<file path="src/design/consistent_hash_ring_lookup_top_macros.svh">
// ----------------------------------------------------------------------------
// Consistent hash ring lookup: assertion macros
// Shared property wrappers for the ring lookup block, clocked on clock and
// disabled while reset is high.
// ----------------------------------------------------------------------------
`ifndef CONSISTENT_HASH_RING_LOOKUP_TOP_MACROS_SVH
`define CONSISTENT_HASH_RING_LOOKUP_TOP_MACROS_SVH

// check a property on every rising clock edge outside reset
`define CHRL_ASSERT(label, prop, msg) \
   label: assert property (@(posedge clock) disable iff (reset) (prop)) \
      else $error(msg);

// check that a condition never holds
`define CHRL_ASSERT_NEVER(label, cond, msg) \
   `CHRL_ASSERT(label, !(cond), msg)

`endif

</file>
<file path="src/design/chrl_pkg.sv">
// ----------------------------------------------------------------------------
// Consistent hash ring lookup package
// Sizes, command and status codes, and the sequencer state type.
// ----------------------------------------------------------------------------
package chrl_pkg;

   // table geometry
   localparam int MAX_NODES    = 16;
   localparam int NODE_ID_BITS = 8;
   localparam int MAX_RESULTS  = 16;

   // fixed word field widths
   localparam int CMD_W    = 2;
   localparam int POS_W    = 64;
   localparam int NODE_W   = 8;
   localparam int REPL_W   = 5;
   localparam int STATUS_W = 2;
   localparam int RESULT_W = 8;

   // derived widths
   localparam int IDX_W   = $clog2(MAX_NODES);
   localparam int CNT_W   = $clog2(MAX_NODES + 1);
   localparam int SEL_W   = (CNT_W > REPL_W) ? CNT_W : REPL_W;
   localparam int ENTRY_W = POS_W + NODE_ID_BITS;

   typedef enum logic [CMD_W-1:0] {
      CMD_ADD    = 2'd0,
      CMD_REMOVE = 2'd1,
      CMD_LOOKUP = 2'd2,
      CMD_HAS    = 2'd3
   } cmd_type;

   typedef enum logic [STATUS_W-1:0] {
      STATUS_OK        = 2'd0,
      STATUS_FULL      = 2'd1,
      STATUS_NOT_FOUND = 2'd2
   } status_type;

   typedef enum logic [2:0] {
      ST_IDLE,
      ST_SCAN,
      ST_SHIFT_UP,
      ST_INSERT,
      ST_SHIFT_DN,
      ST_WALK,
      ST_RESP
   } state_type;

endpackage

</file>
<file path="src/design/chrl_ifs.sv">
// ----------------------------------------------------------------------------
// Consistent hash ring lookup channels
// Valid/ready channels for command words and result words.
// ----------------------------------------------------------------------------

// command channel
interface chrl_req_if;
   logic                               valid;
   logic                               ready;
   logic [chrl_pkg::CMD_W-1:0]         cmd;
   logic [chrl_pkg::POS_W-1:0]         position;
   logic [chrl_pkg::NODE_W-1:0]        node_id;
   logic [chrl_pkg::REPL_W-1:0]        replica_count;

   modport source (output valid, cmd, position, node_id, replica_count, input ready);
   modport sink   (input valid, cmd, position, node_id, replica_count, output ready);
endinterface

// result channel
interface chrl_rsp_if;
   logic                               valid;
   logic                               ready;
   logic [chrl_pkg::STATUS_W-1:0]      status;
   logic [chrl_pkg::RESULT_W-1:0]      result_node;
   logic                               is_last;

   modport source (output valid, status, result_node, is_last, input ready);
   modport sink   (input valid, status, result_node, is_last, output ready);
endinterface

</file>
<file path="src/design/consistent_hash_ring_lookup_top.sv">
// ----------------------------------------------------------------------------
// Consistent hash ring lookup
// Keeps up to MAX_NODES ring entries (position, node id) sorted by position
// in a small RAM and answers add, remove, has and replica lookup commands.
// One command word is taken at a time; req ready is high only while idle.
// Every command first scans the table from entry 0, one entry per cycle, up
// to the first position at or after the requested one. Add at a new
// position then moves the entries above the insertion point up one slot,
// one per cycle, and writes the new entry; remove moves the entries above
// the hit down one slot. Lookup walks the ring from the found entry, one
// result word per cycle when the result side takes them, for
// min(replica_count, MAX_RESULTS, entry_total) words. The single RAM port
// pair sets this pace, and the result side may stall both the lookup walk
// and the status response.
// ----------------------------------------------------------------------------
`include "consistent_hash_ring_lookup_top_macros.svh"

module consistent_hash_ring_lookup_top (
   input  logic        clock,
   input  logic        reset,
   chrl_req_if.sink    req_bus,
   chrl_rsp_if.source  rsp_bus
);

   chrl_pkg::state_type  state_ff, state_in;
   chrl_pkg::cmd_type    cmd_ff, cmd_in;
   chrl_pkg::status_type status_ff, status_in;

   logic [chrl_pkg::POS_W-1:0]        pos_ff, pos_in;
   logic [chrl_pkg::NODE_ID_BITS-1:0] node_ff, node_in;
   logic [chrl_pkg::REPL_W-1:0]       repl_ff, repl_in;
   logic [chrl_pkg::CNT_W-1:0]        entry_total_ff, entry_total_in;
   logic [chrl_pkg::CNT_W-1:0]        scan_ff, scan_in;
   logic [chrl_pkg::CNT_W-1:0]        idx_ff, idx_in;
   logic [chrl_pkg::CNT_W-1:0]        sh_ff, sh_in;
   logic [chrl_pkg::IDX_W-1:0]        walk_ff, walk_in;
   logic [chrl_pkg::CNT_W-1:0]        k_ff, k_in;
   logic [chrl_pkg::CNT_W-1:0]        n_ff, n_in;

   // result word register
   logic                              rsp_valid_ff, rsp_valid_in;
   logic [chrl_pkg::STATUS_W-1:0]     rsp_status_ff, rsp_status_in;
   logic [chrl_pkg::RESULT_W-1:0]     rsp_node_ff, rsp_node_in;
   logic                              rsp_last_ff, rsp_last_in;

   // RAM ports
   logic                              wr_en;
   logic [chrl_pkg::IDX_W-1:0]        wr_addr;
   logic [chrl_pkg::ENTRY_W-1:0]      wr_data;
   logic [chrl_pkg::IDX_W-1:0]        rd_addr;
   logic [chrl_pkg::ENTRY_W-1:0]      rd_data;

   logic [chrl_pkg::POS_W-1:0]        entry_pos;
   logic [chrl_pkg::NODE_ID_BITS-1:0] entry_node;
   logic                              req_accept;
   logic                              slot_free;
   logic                              at_end;
   logic                              found;
   logic                              hit;
   logic [chrl_pkg::SEL_W-1:0]        repl_sat;
   logic [chrl_pkg::CNT_W-1:0]        walk_next;
   logic                              walk_last;

   chrl_ram #(
      .WIDTH (chrl_pkg::ENTRY_W),
      .DEPTH (chrl_pkg::MAX_NODES)
   ) u_entries (
      .clock   (clock),
      .wr_en   (wr_en),
      .wr_addr (wr_addr),
      .wr_data (wr_data),
      .rd_addr (rd_addr),
      .rd_data (rd_data)
   );

   assign entry_pos  = rd_data[chrl_pkg::ENTRY_W-1:chrl_pkg::NODE_ID_BITS];
   assign entry_node = rd_data[chrl_pkg::NODE_ID_BITS-1:0];

   assign req_bus.ready = (state_ff == chrl_pkg::ST_IDLE);
   assign req_accept    = req_bus.valid && req_bus.ready;
   assign slot_free     = !rsp_valid_ff || rsp_bus.ready;

   // scan compare: one entry per cycle
   assign at_end = (scan_ff >= entry_total_ff);
   assign found  = !at_end && (entry_pos >= pos_ff);
   assign hit    = found && (entry_pos == pos_ff);

   // replica count clamped to the result limit
   assign repl_sat = (repl_ff > chrl_pkg::REPL_W'(chrl_pkg::MAX_RESULTS))
                   ? chrl_pkg::SEL_W'(chrl_pkg::MAX_RESULTS)
                   : chrl_pkg::SEL_W'(repl_ff);

   // ring walk step with wrap
   assign walk_next = (chrl_pkg::CNT_W'(walk_ff) + 1'b1 >= entry_total_ff)
                    ? '0 : chrl_pkg::CNT_W'(walk_ff) + 1'b1;
   assign walk_last = (k_ff + 1'b1 == n_ff);

   // sequencer: next state, table updates, result loads
   always_comb begin
      state_in       = state_ff;
      cmd_in         = cmd_ff;
      status_in      = status_ff;
      pos_in         = pos_ff;
      node_in        = node_ff;
      repl_in        = repl_ff;
      entry_total_in = entry_total_ff;
      scan_in        = scan_ff;
      idx_in         = idx_ff;
      sh_in          = sh_ff;
      walk_in        = walk_ff;
      k_in           = k_ff;
      n_in           = n_ff;
      rsp_valid_in   = rsp_valid_ff && !rsp_bus.ready;
      rsp_status_in  = rsp_status_ff;
      rsp_node_in    = rsp_node_ff;
      rsp_last_in    = rsp_last_ff;
      wr_en          = 1'b0;
      wr_addr        = '0;
      wr_data        = rd_data;
      rd_addr        = '0;

      case (state_ff)
         chrl_pkg::ST_IDLE: begin
            if (req_accept) begin
               cmd_in   = chrl_pkg::cmd_type'(req_bus.cmd);
               pos_in   = req_bus.position;
               node_in  = chrl_pkg::NODE_ID_BITS'(req_bus.node_id);
               repl_in  = req_bus.replica_count;
               scan_in  = '0;
               state_in = chrl_pkg::ST_SCAN;
            end
         end

         chrl_pkg::ST_SCAN: begin
            if (!at_end && !found) begin
               scan_in = scan_ff + 1'b1;
               rd_addr = chrl_pkg::IDX_W'(scan_ff + 1'b1);
            end else begin
               idx_in = scan_ff;
               case (cmd_ff)
                  chrl_pkg::CMD_ADD: begin
                     if (hit) begin
                        wr_en     = 1'b1;
                        wr_addr   = scan_ff[chrl_pkg::IDX_W-1:0];
                        wr_data   = {pos_ff, node_ff};
                        status_in = chrl_pkg::STATUS_OK;
                        state_in  = chrl_pkg::ST_RESP;
                     end else if (entry_total_ff >= chrl_pkg::CNT_W'(chrl_pkg::MAX_NODES)) begin
                        status_in = chrl_pkg::STATUS_FULL;
                        state_in  = chrl_pkg::ST_RESP;
                     end else if (entry_total_ff > scan_ff) begin
                        rd_addr  = chrl_pkg::IDX_W'(entry_total_ff - 1'b1);
                        sh_in    = entry_total_ff;
                        state_in = chrl_pkg::ST_SHIFT_UP;
                     end else begin
                        state_in = chrl_pkg::ST_INSERT;
                     end
                  end
                  chrl_pkg::CMD_REMOVE: begin
                     if (!hit) begin
                        status_in = chrl_pkg::STATUS_NOT_FOUND;
                        state_in  = chrl_pkg::ST_RESP;
                     end else if (scan_ff + 1'b1 < entry_total_ff) begin
                        rd_addr  = chrl_pkg::IDX_W'(scan_ff + 1'b1);
                        sh_in    = scan_ff;
                        state_in = chrl_pkg::ST_SHIFT_DN;
                     end else begin
                        entry_total_in = entry_total_ff - 1'b1;
                        status_in      = chrl_pkg::STATUS_OK;
                        state_in       = chrl_pkg::ST_RESP;
                     end
                  end
                  chrl_pkg::CMD_HAS: begin
                     status_in = hit ? chrl_pkg::STATUS_OK : chrl_pkg::STATUS_NOT_FOUND;
                     state_in  = chrl_pkg::ST_RESP;
                  end
                  default: begin
                     // lookup
                     if ((entry_total_ff == '0) || (repl_ff == '0)) begin
                        status_in = chrl_pkg::STATUS_NOT_FOUND;
                        state_in  = chrl_pkg::ST_RESP;
                     end else begin
                        n_in = (repl_sat > chrl_pkg::SEL_W'(entry_total_ff))
                             ? entry_total_ff : chrl_pkg::CNT_W'(repl_sat);
                        walk_in  = found ? scan_ff[chrl_pkg::IDX_W-1:0] : '0;
                        rd_addr  = found ? scan_ff[chrl_pkg::IDX_W-1:0] : '0;
                        k_in     = '0;
                        state_in = chrl_pkg::ST_WALK;
                     end
                  end
               endcase
            end
         end

         chrl_pkg::ST_SHIFT_UP: begin
            // entry[sh-1] moves to entry[sh]
            wr_en   = 1'b1;
            wr_addr = sh_ff[chrl_pkg::IDX_W-1:0];
            wr_data = rd_data;
            if (sh_ff - 1'b1 > idx_ff) begin
               rd_addr = chrl_pkg::IDX_W'(sh_ff - 2'd2);
               sh_in   = sh_ff - 1'b1;
            end else begin
               state_in = chrl_pkg::ST_INSERT;
            end
         end

         chrl_pkg::ST_INSERT: begin
            wr_en          = 1'b1;
            wr_addr        = idx_ff[chrl_pkg::IDX_W-1:0];
            wr_data        = {pos_ff, node_ff};
            entry_total_in = entry_total_ff + 1'b1;
            status_in      = chrl_pkg::STATUS_OK;
            state_in       = chrl_pkg::ST_RESP;
         end

         chrl_pkg::ST_SHIFT_DN: begin
            // entry[sh+1] moves to entry[sh]
            wr_en   = 1'b1;
            wr_addr = sh_ff[chrl_pkg::IDX_W-1:0];
            wr_data = rd_data;
            if (sh_ff + 2'd2 < entry_total_ff) begin
               rd_addr = chrl_pkg::IDX_W'(sh_ff + 2'd2);
               sh_in   = sh_ff + 1'b1;
            end else begin
               entry_total_in = entry_total_ff - 1'b1;
               status_in      = chrl_pkg::STATUS_OK;
               state_in       = chrl_pkg::ST_RESP;
            end
         end

         chrl_pkg::ST_WALK: begin
            if (slot_free) begin
               rsp_valid_in  = 1'b1;
               rsp_status_in = chrl_pkg::STATUS_OK;
               rsp_node_in   = chrl_pkg::RESULT_W'(entry_node);
               rsp_last_in   = walk_last;
               walk_in       = walk_next[chrl_pkg::IDX_W-1:0];
               rd_addr       = walk_next[chrl_pkg::IDX_W-1:0];
               k_in          = k_ff + 1'b1;
               if (walk_last) begin
                  state_in = chrl_pkg::ST_IDLE;
               end
            end else begin
               rd_addr = walk_ff;
            end
         end

         chrl_pkg::ST_RESP: begin
            if (slot_free) begin
               rsp_valid_in  = 1'b1;
               rsp_status_in = status_ff;
               rsp_node_in   = '0;
               rsp_last_in   = 1'b1;
               state_in      = chrl_pkg::ST_IDLE;
            end
         end

         default: begin
            state_in = chrl_pkg::ST_IDLE;
         end
      endcase
   end

   // state and control registers
   always_ff @(posedge clock) begin
      if (reset) begin
         state_ff       <= chrl_pkg::ST_IDLE;
         entry_total_ff <= '0;
         rsp_valid_ff   <= 1'b0;
      end else begin
         state_ff       <= state_in;
         entry_total_ff <= entry_total_in;
         rsp_valid_ff   <= rsp_valid_in;
      end
   end

   // working and payload registers
   always_ff @(posedge clock) begin
      cmd_ff        <= cmd_in;
      status_ff     <= status_in;
      pos_ff        <= pos_in;
      node_ff       <= node_in;
      repl_ff       <= repl_in;
      scan_ff       <= scan_in;
      idx_ff        <= idx_in;
      sh_ff         <= sh_in;
      walk_ff       <= walk_in;
      k_ff          <= k_in;
      n_ff          <= n_in;
      rsp_status_ff <= rsp_status_in;
      rsp_node_ff   <= rsp_node_in;
      rsp_last_ff   <= rsp_last_in;
   end

   assign rsp_bus.valid       = rsp_valid_ff;
   assign rsp_bus.status      = rsp_status_ff;
   assign rsp_bus.result_node = rsp_node_ff;
   assign rsp_bus.is_last     = rsp_last_ff;

   // checks
   `CHRL_ASSERT_NEVER(a_total_bound, entry_total_ff > chrl_pkg::MAX_NODES, "entry count above table size")
   `CHRL_ASSERT(a_accept_scan, req_accept |=> (state_ff == chrl_pkg::ST_SCAN), "accepted word did not start a scan")
   `CHRL_ASSERT(a_total_on_resp, (!$past(reset) && (entry_total_ff != $past(entry_total_ff))) |-> (state_ff == chrl_pkg::ST_RESP), "entry count changed outside a table update")
   `CHRL_ASSERT(a_walk_count, (state_ff == chrl_pkg::ST_WALK) |-> (k_ff < n_ff), "ring walk ran past its word count")

endmodule

</file>
<file path="src/design/chrl_ram.sv">
// ----------------------------------------------------------------------------
// Generic single write, single read RAM
// One write port and one read port with registered read data.
// ----------------------------------------------------------------------------
module chrl_ram #(
   parameter int WIDTH = 8,
   parameter int DEPTH = 16
) (
   input  logic                     clock,
   input  logic                     wr_en,
   input  logic [$clog2(DEPTH)-1:0] wr_addr,
   input  logic [WIDTH-1:0]         wr_data,
   input  logic [$clog2(DEPTH)-1:0] rd_addr,
   output logic [WIDTH-1:0]         rd_data
);

   logic [WIDTH-1:0] mem_ff [DEPTH];
   logic [WIDTH-1:0] rd_data_ff;

   // storage and registered read
   always_ff @(posedge clock) begin
      if (wr_en) begin
         mem_ff[wr_addr] <= wr_data;
      end
      rd_data_ff <= mem_ff[rd_addr];
   end

   assign rd_data = rd_data_ff;

endmodule
</file>
<file path="src/flat_wrapper.sv">
// flat-port wrapper written by rule: the top's interface ports become plain ports
module consistent_hash_ring_lookup_top_flat 
  (clock, reset, req_bus_valid, req_bus_cmd, req_bus_position, req_bus_node_id, req_bus_replica_count, req_bus_ready, rsp_bus_valid, rsp_bus_status, rsp_bus_result_node, rsp_bus_is_last, rsp_bus_ready);
  chrl_req_if req_bus_i ();
  chrl_rsp_if rsp_bus_i ();
  input  logic clock;
  input  logic reset;
  input wire logic [$bits(req_bus_i.valid)-1:0] req_bus_valid;
  input wire logic [$bits(req_bus_i.cmd)-1:0] req_bus_cmd;
  input wire logic [$bits(req_bus_i.position)-1:0] req_bus_position;
  input wire logic [$bits(req_bus_i.node_id)-1:0] req_bus_node_id;
  input wire logic [$bits(req_bus_i.replica_count)-1:0] req_bus_replica_count;
  output wire logic [$bits(req_bus_i.ready)-1:0] req_bus_ready;
  output wire logic [$bits(rsp_bus_i.valid)-1:0] rsp_bus_valid;
  output wire logic [$bits(rsp_bus_i.status)-1:0] rsp_bus_status;
  output wire logic [$bits(rsp_bus_i.result_node)-1:0] rsp_bus_result_node;
  output wire logic [$bits(rsp_bus_i.is_last)-1:0] rsp_bus_is_last;
  input wire logic [$bits(rsp_bus_i.ready)-1:0] rsp_bus_ready;
  assign req_bus_i.valid = req_bus_valid;
  assign req_bus_i.cmd = req_bus_cmd;
  assign req_bus_i.position = req_bus_position;
  assign req_bus_i.node_id = req_bus_node_id;
  assign req_bus_i.replica_count = req_bus_replica_count;
  assign req_bus_ready = req_bus_i.ready;
  assign rsp_bus_valid = rsp_bus_i.valid;
  assign rsp_bus_status = rsp_bus_i.status;
  assign rsp_bus_result_node = rsp_bus_i.result_node;
  assign rsp_bus_is_last = rsp_bus_i.is_last;
  assign rsp_bus_i.ready = rsp_bus_ready;
  consistent_hash_ring_lookup_top u_core (.clock(clock), .reset(reset), .req_bus(req_bus_i), .rsp_bus(rsp_bus_i));
endmodule
</file>
<file path="config.mk">
export PLATFORM = sky130hd
export DESIGN_NAME = consistent_hash_ring_lookup_top_flat
export DESIGN_NICKNAME = d
export VERILOG_FILES = /design/src/design/chrl_pkg.sv /design/src/design/chrl_ifs.sv /design/src/design/consistent_hash_ring_lookup_top.sv /design/src/design/chrl_ram.sv /design/src/flat_wrapper.sv
export VERILOG_INCLUDE_DIRS = /design/src /design/src/design
export SDC_FILE = /design/constraint.sdc
export NUM_CORES = 2
export LEC_CHECK = 0
export ABC_AREA = 1
export ABC_CLOCK_PERIOD_IN_PS = 8200
export CORE_AREA = 2 2 258 514
export DETAILED_ROUTE_END_ITERATION = 7
export DIE_AREA = 0 0 260 516
export DONT_BUFFER_PORTS = 1
export HOLD_SLACK_MARGIN = 0.06
export PLACE_DENSITY = 0.62
export SETUP_SLACK_MARGIN = 0.5
export SLEW_MARGIN = 40
export SYNTH_ARGS = -nofsm -noshare
export SYNTH_HDL_FRONTEND = slang
export SYNTH_SLANG_ARGS = --single-unit
</file>
<file path="constraint.sdc">
create_clock -name clock -period 8.2 [get_ports clock]
set_input_delay 1.64 -clock clock [delete_from_list [all_inputs] [get_ports clock]]
set_output_delay 1.64 -clock clock [all_outputs]
set_load 0.05 [all_outputs]
</file>
==> out/results.tsv <==
stage	metric	value	unit
sta	timing.setup.tns	0	ns
route	firstDrtPassIters	8	
cells_and_area	mostFrequentLayoutCell	nand3_1	
cells_and_area	final_nets	5216	
critical_path	cp_slowest_cell	nor2_4	
place	gpl.final_weighted_congestion	0.896	
cells_and_area	layout-drive-gt1-share	7.68	%
synthesis	synthArstFlopShare	0	%
synthesis	synth_top_cell_area_share	65.7	%
sta	hold_slack	0.551	ns
flow_run	total_of_max_cap_violations	0	
critical_path	path_cells	inv_1, ha_1, nand2_1, nor2_1, nand2_1, nor2_1, nand3_1, nor2_1, nand2_1, nor2_4, nand2_1, o21a_1, inv_1, nand2_1, nor2_4, buf_4, buf_4	
sta	min_period	5.89	ns
clock_network	ctsRootBufferMaster	clkbuf_16	
place	port_buffers	0	
critical_path	reg2reg_from	u_core.pos_ff[31]$_DFFE_PP_	
place	postPlaceCellArea	60400	um2
grt	maximum_number_of_pins_on_one_net_before_global_route_repair	180	
pwr	logic_pwr_share	45.2	%
sta	finalWorstSetupSlack	2.31	ns
pwr	p_clk_share	18.9	%
route	drtAntennaViolNets	0	
place	detailedPlacementHpwl	88000	um
cells_and_area	finalInstanceArea	64500	um2
sta	worst-slew-pin-transition	0.925	ns
route	dr.max_layer_used	met5	
place	dp_worst_setup_slack	2.41	ns
clock_network	max-clock-path-buffers	3	
route	wl_per_cell	24.4	um
critical_path	cpLargestDelayFamily	simple AND/OR/NAND/NOR gates	
grt	grt_first_pass_wirelength	248000	um
synthesis	synth.area.top_cells	edfxtp_1 (66%), nand3_1 (13%), nand2_1 (7.7%), dfxtp_1 (2.8%), ha_1 (2.2%)	
sta	final_max_slew_viol_count	0	
sta	total_of_endpoints_with_negative_setup_slack_in_the_final_report	0	
grt	grt-ovfl-total	0	
grt	global_route.usage.total	24.6	%
synthesis	cell_area_synth	58100	um2
critical_path	crit-reg2reg-capture	u_core.u_entries.mem_ff[1][67]$_DFFE_PP_	
route	drt_iter0_markers	4441	
synthesis	synthesis.area_per_instance	11.3	um2
floorplan	io_pins	96	
synthesis	synth_cell_types	49	
min_path	timing.hold.worst.start	u_core.status_ff[1]$_SDFFCE_PP0P_	
critical_path	arrival	6.24	ns
critical_path	start_kind	register	
critical_path	ws_path_type	register to register	
critical_path	path_max_fanout	25	
grt	grt_antenna_before_repair	18	
route	final_routed_wirelength_across_all_metal_layers	167000	um
route	detailroute.wirelength.met2	85300	um
critical_path	timing.critical_path.mode_cell	nand2_1	
clock_network	cts_htree_levels	3	
min_path	hold_ep	u_core.rsp_bus.status[1]$_SDFFCE_PP0P_	
place	place_inst	6611	
outcome	run_status	finished, final reports clean	
critical_path	regToRegSetupSlack	2.31	ns
min_path	worst_hold_path.num_cells	2	
clock_network	cts_repair_resize_count	0	
route	met1Wirelength	64400	um
floorplan	rows	187	
min_path	timing.hold.worst.class	register to register	
critical_path	reg2reg_depth	17	
pwr	worst_ir_drop_vdd	0.737	mV
sta	rsz0062_at_grt	no	
synthesis	synth_cells	5148	
synthesis	synth-edff-count	1273	
critical_path	slowest_stage_delay_on_critical_path	0.68	ns
cells_and_area	mostFrequentLayoutCells	nand3_1 (1476), edfxtp_1 (1273), nand2_1 (1193)	
cells_and_area	layout_overhead_on_the_synthesized_area	11.0	%
pwr	switching_share	42.7	%
synthesis	synth.ff_latch_count	1354	
synthesis	synth_top_area_cell	edfxtp_1	
clock_network	clock_insertion_delay_at_the_later_pin_of_the_skew_report	0.75	ns
clock_network	clkSlewWorstSetupHoldPaths	0.07	ns
pwr	cellInternalPower	17.8	mW
floorplan	total_die_area	134000	um2
critical_path	critical_path.endpoint_type	register	
clock_network	clock_sink_count	1354	
route	drcViolationCount	0	
floorplan	floorplan.die.height	516	um
critical_path	cp.required	8.56	ns
clock_network	clock_buffer_count_from_cts	117	
synthesis	synth_nets	5334	
sta	post-route-period-util	71.8	%
pwr	switching_power	13.3	mW
floorplan	floorplan.core_area	130000	um2
synthesis	synth.yosys.seq_area_share	68.5	%
floorplan	floorplan.die.width	260	um
sta	final.setup_skew	0.0359	ns
pwr	static-leakage-power	23.5	nW
sta	report.final.hold_viol_count	0	
grt	grt_pass1_vias	39336	
pwr	power_per_cell_area	482	nW/um2
critical_path	timing.critical_path.depth	17	
clock_network	tritoncts	done	
sta	slew_headroom	38.1	%
floorplan	initial_core_util	44.8	%
route	dr_wl_met3	11300	um
synthesis	ys.warnings.count	0	
synthesis	synth_ff_type	edfxtp_1	
pwr	sequential_group_share_of_total_power	35.9	%
clock_network	cts_hold_buf	0	
route	vias	40240	
critical_path	cp_num_buf_inv	4	
cells_and_area	layoutNonFillerInstCount	6841	
route	drt-vias-per-instance	5.88	
sta	highest_clock_rate	170	MHz
clock_network	setup_repair_bufs_after_cts	0	
[kinds of logic (layout without fill, tap and decap cells)]
logic type               Yosys count  count (layout)  share of synthesized area, %
AO/OA/AOI/OAI                    271             271                          2.99
XOR/XNOR                          22              22                         0.331
adder cells (fa/ha/maj)          103             103                          2.22
buffers and inverters            515             497                          3.89
flip-flops                      1354            1354                          68.5
other                              0              10                             0
AND/OR/NAND/NOR                 2883            2883                          22.0
[per-stage QoR]
| step | power, mW | utilization (%) |
|---|---|---|
| floorplan | 20.6 | - |
| global placement | 24.9 | 46.0 |
| detailed placement | 25.3 | 46.5 |
| CTS | 31.2 | 49.6 |
| global route | 33.0 | 49.7 |
| finish | 31.1 | 49.7 |
[synth_stat cells (3+ instances only)]
cell type and n:
nand3_1 1476, edfxtp_1 1273, nand2_1 1193, buf_2 178, nor2_1 172, inv_1 165, clkbuf_1 118, ha_1 103
o21ai_0 100, dfxtp_1 81, o221ai_1 67, a21oi_1 52, buf_1 20, buf_4 18, xor2_1 17, nand4_1 13
o211ai_1 12, inv_2 10, nor2_2 6, nor3_1 6, buf_6 5, o21ai_1 5, o22ai_1 5, xnor2_1 5
a31oi_1 4, a21o_1 3, nand3_2 3, nor3_2 3, o21a_1 3
[tightest hold or removal path: stages (launching register included)]
cell and delay, ns:
edfxtp_1 0.32, inv_1 0.04, nor2_1 0.08
[power groups by stage]
stage / Sequential (mW) / Combinational, mW / Clock, mW
after global routing: 11.3 / 15.5 / 6.18
after CTS: 11.2 / 14.1 / 5.95
final: 11.2 / 14.1 / 5.88
after detailed placement: 11.3 / 14.0 / 0
after global placement: 11.3 / 13.6 / 0
after floorplan: 11.2 / 9.42 / 0
[how the worst max path moves through the flow]
stage	slack [ns]	from	to
global placement	2.53	u_core.pos_ff[31]$_DFFE_PP_	u_core.u_entries.rd_data[34]$_DFF_P_
detailed placement	2.41	u_core.pos_ff[31]$_DFFE_PP_	u_core.u_entries.mem_ff[1][67]$_DFFE_PP_
finish	2.31	u_core.pos_ff[31]$_DFFE_PP_	u_core.u_entries.mem_ff[1][67]$_DFFE_PP_
global route	2.09	u_core.pos_ff[31]$_DFFE_PP_	u_core.u_entries.mem_ff[1][67]$_DFFE_PP_
CTS	2.33	u_core.pos_ff[31]$_DFFE_PP_	u_core.u_entries.mem_ff[1][67]$_DFFE_PP_
floorplan	2.48	u_core.scan_ff[2]$_SDFFCE_PN0P_	u_core.u_entries.mem_ff[12][0]$_DFFE_PP_
[flip-flops by register name, summed over array words and instances (netlist names), 3 cells and up]
signal                      cells
u_core.entry_total_ff           5
u_core.idx_ff                   5
u_core.k_ff                     5
u_core.n_ff                     5
u_core.node_ff                  8
u_core.pos_ff                  64
u_core.repl_ff                  5
u_core.rsp_bus.result_node      8
u_core.scan_ff                  5
u_core.sh_ff                    5
u_core.state_ff                 3
u_core.u_entries.mem_ff      1152
u_core.u_entries.rd_data       72
u_core.walk_ff                  4
[routing by layer]
| metal | vias up | GRT usage (%) |
|---|---|---|
| met2 | 1607 | 43.3 |
| met4 | 18 | 8.75 |
| met1 | 20025 | 30.5 |
| met3 | 379 | 3.79 |
| met5 | - | 0 |
| li1 | 18211 | - |
[area by class of cell]
type | count | area (um2)
sequential | 1354 | 39800
antenna | 10 | 25.0
clock inverter | 69 | 868
multi-input combinational | 3279 | 16600
clock buffer | 150 | 3160
timing repair buffer | 102 | 1220
fill | 11263 | 65300
tap | 1701 | 2130
inverter | 176 | 671
Power figures use the tool's default switching activity.
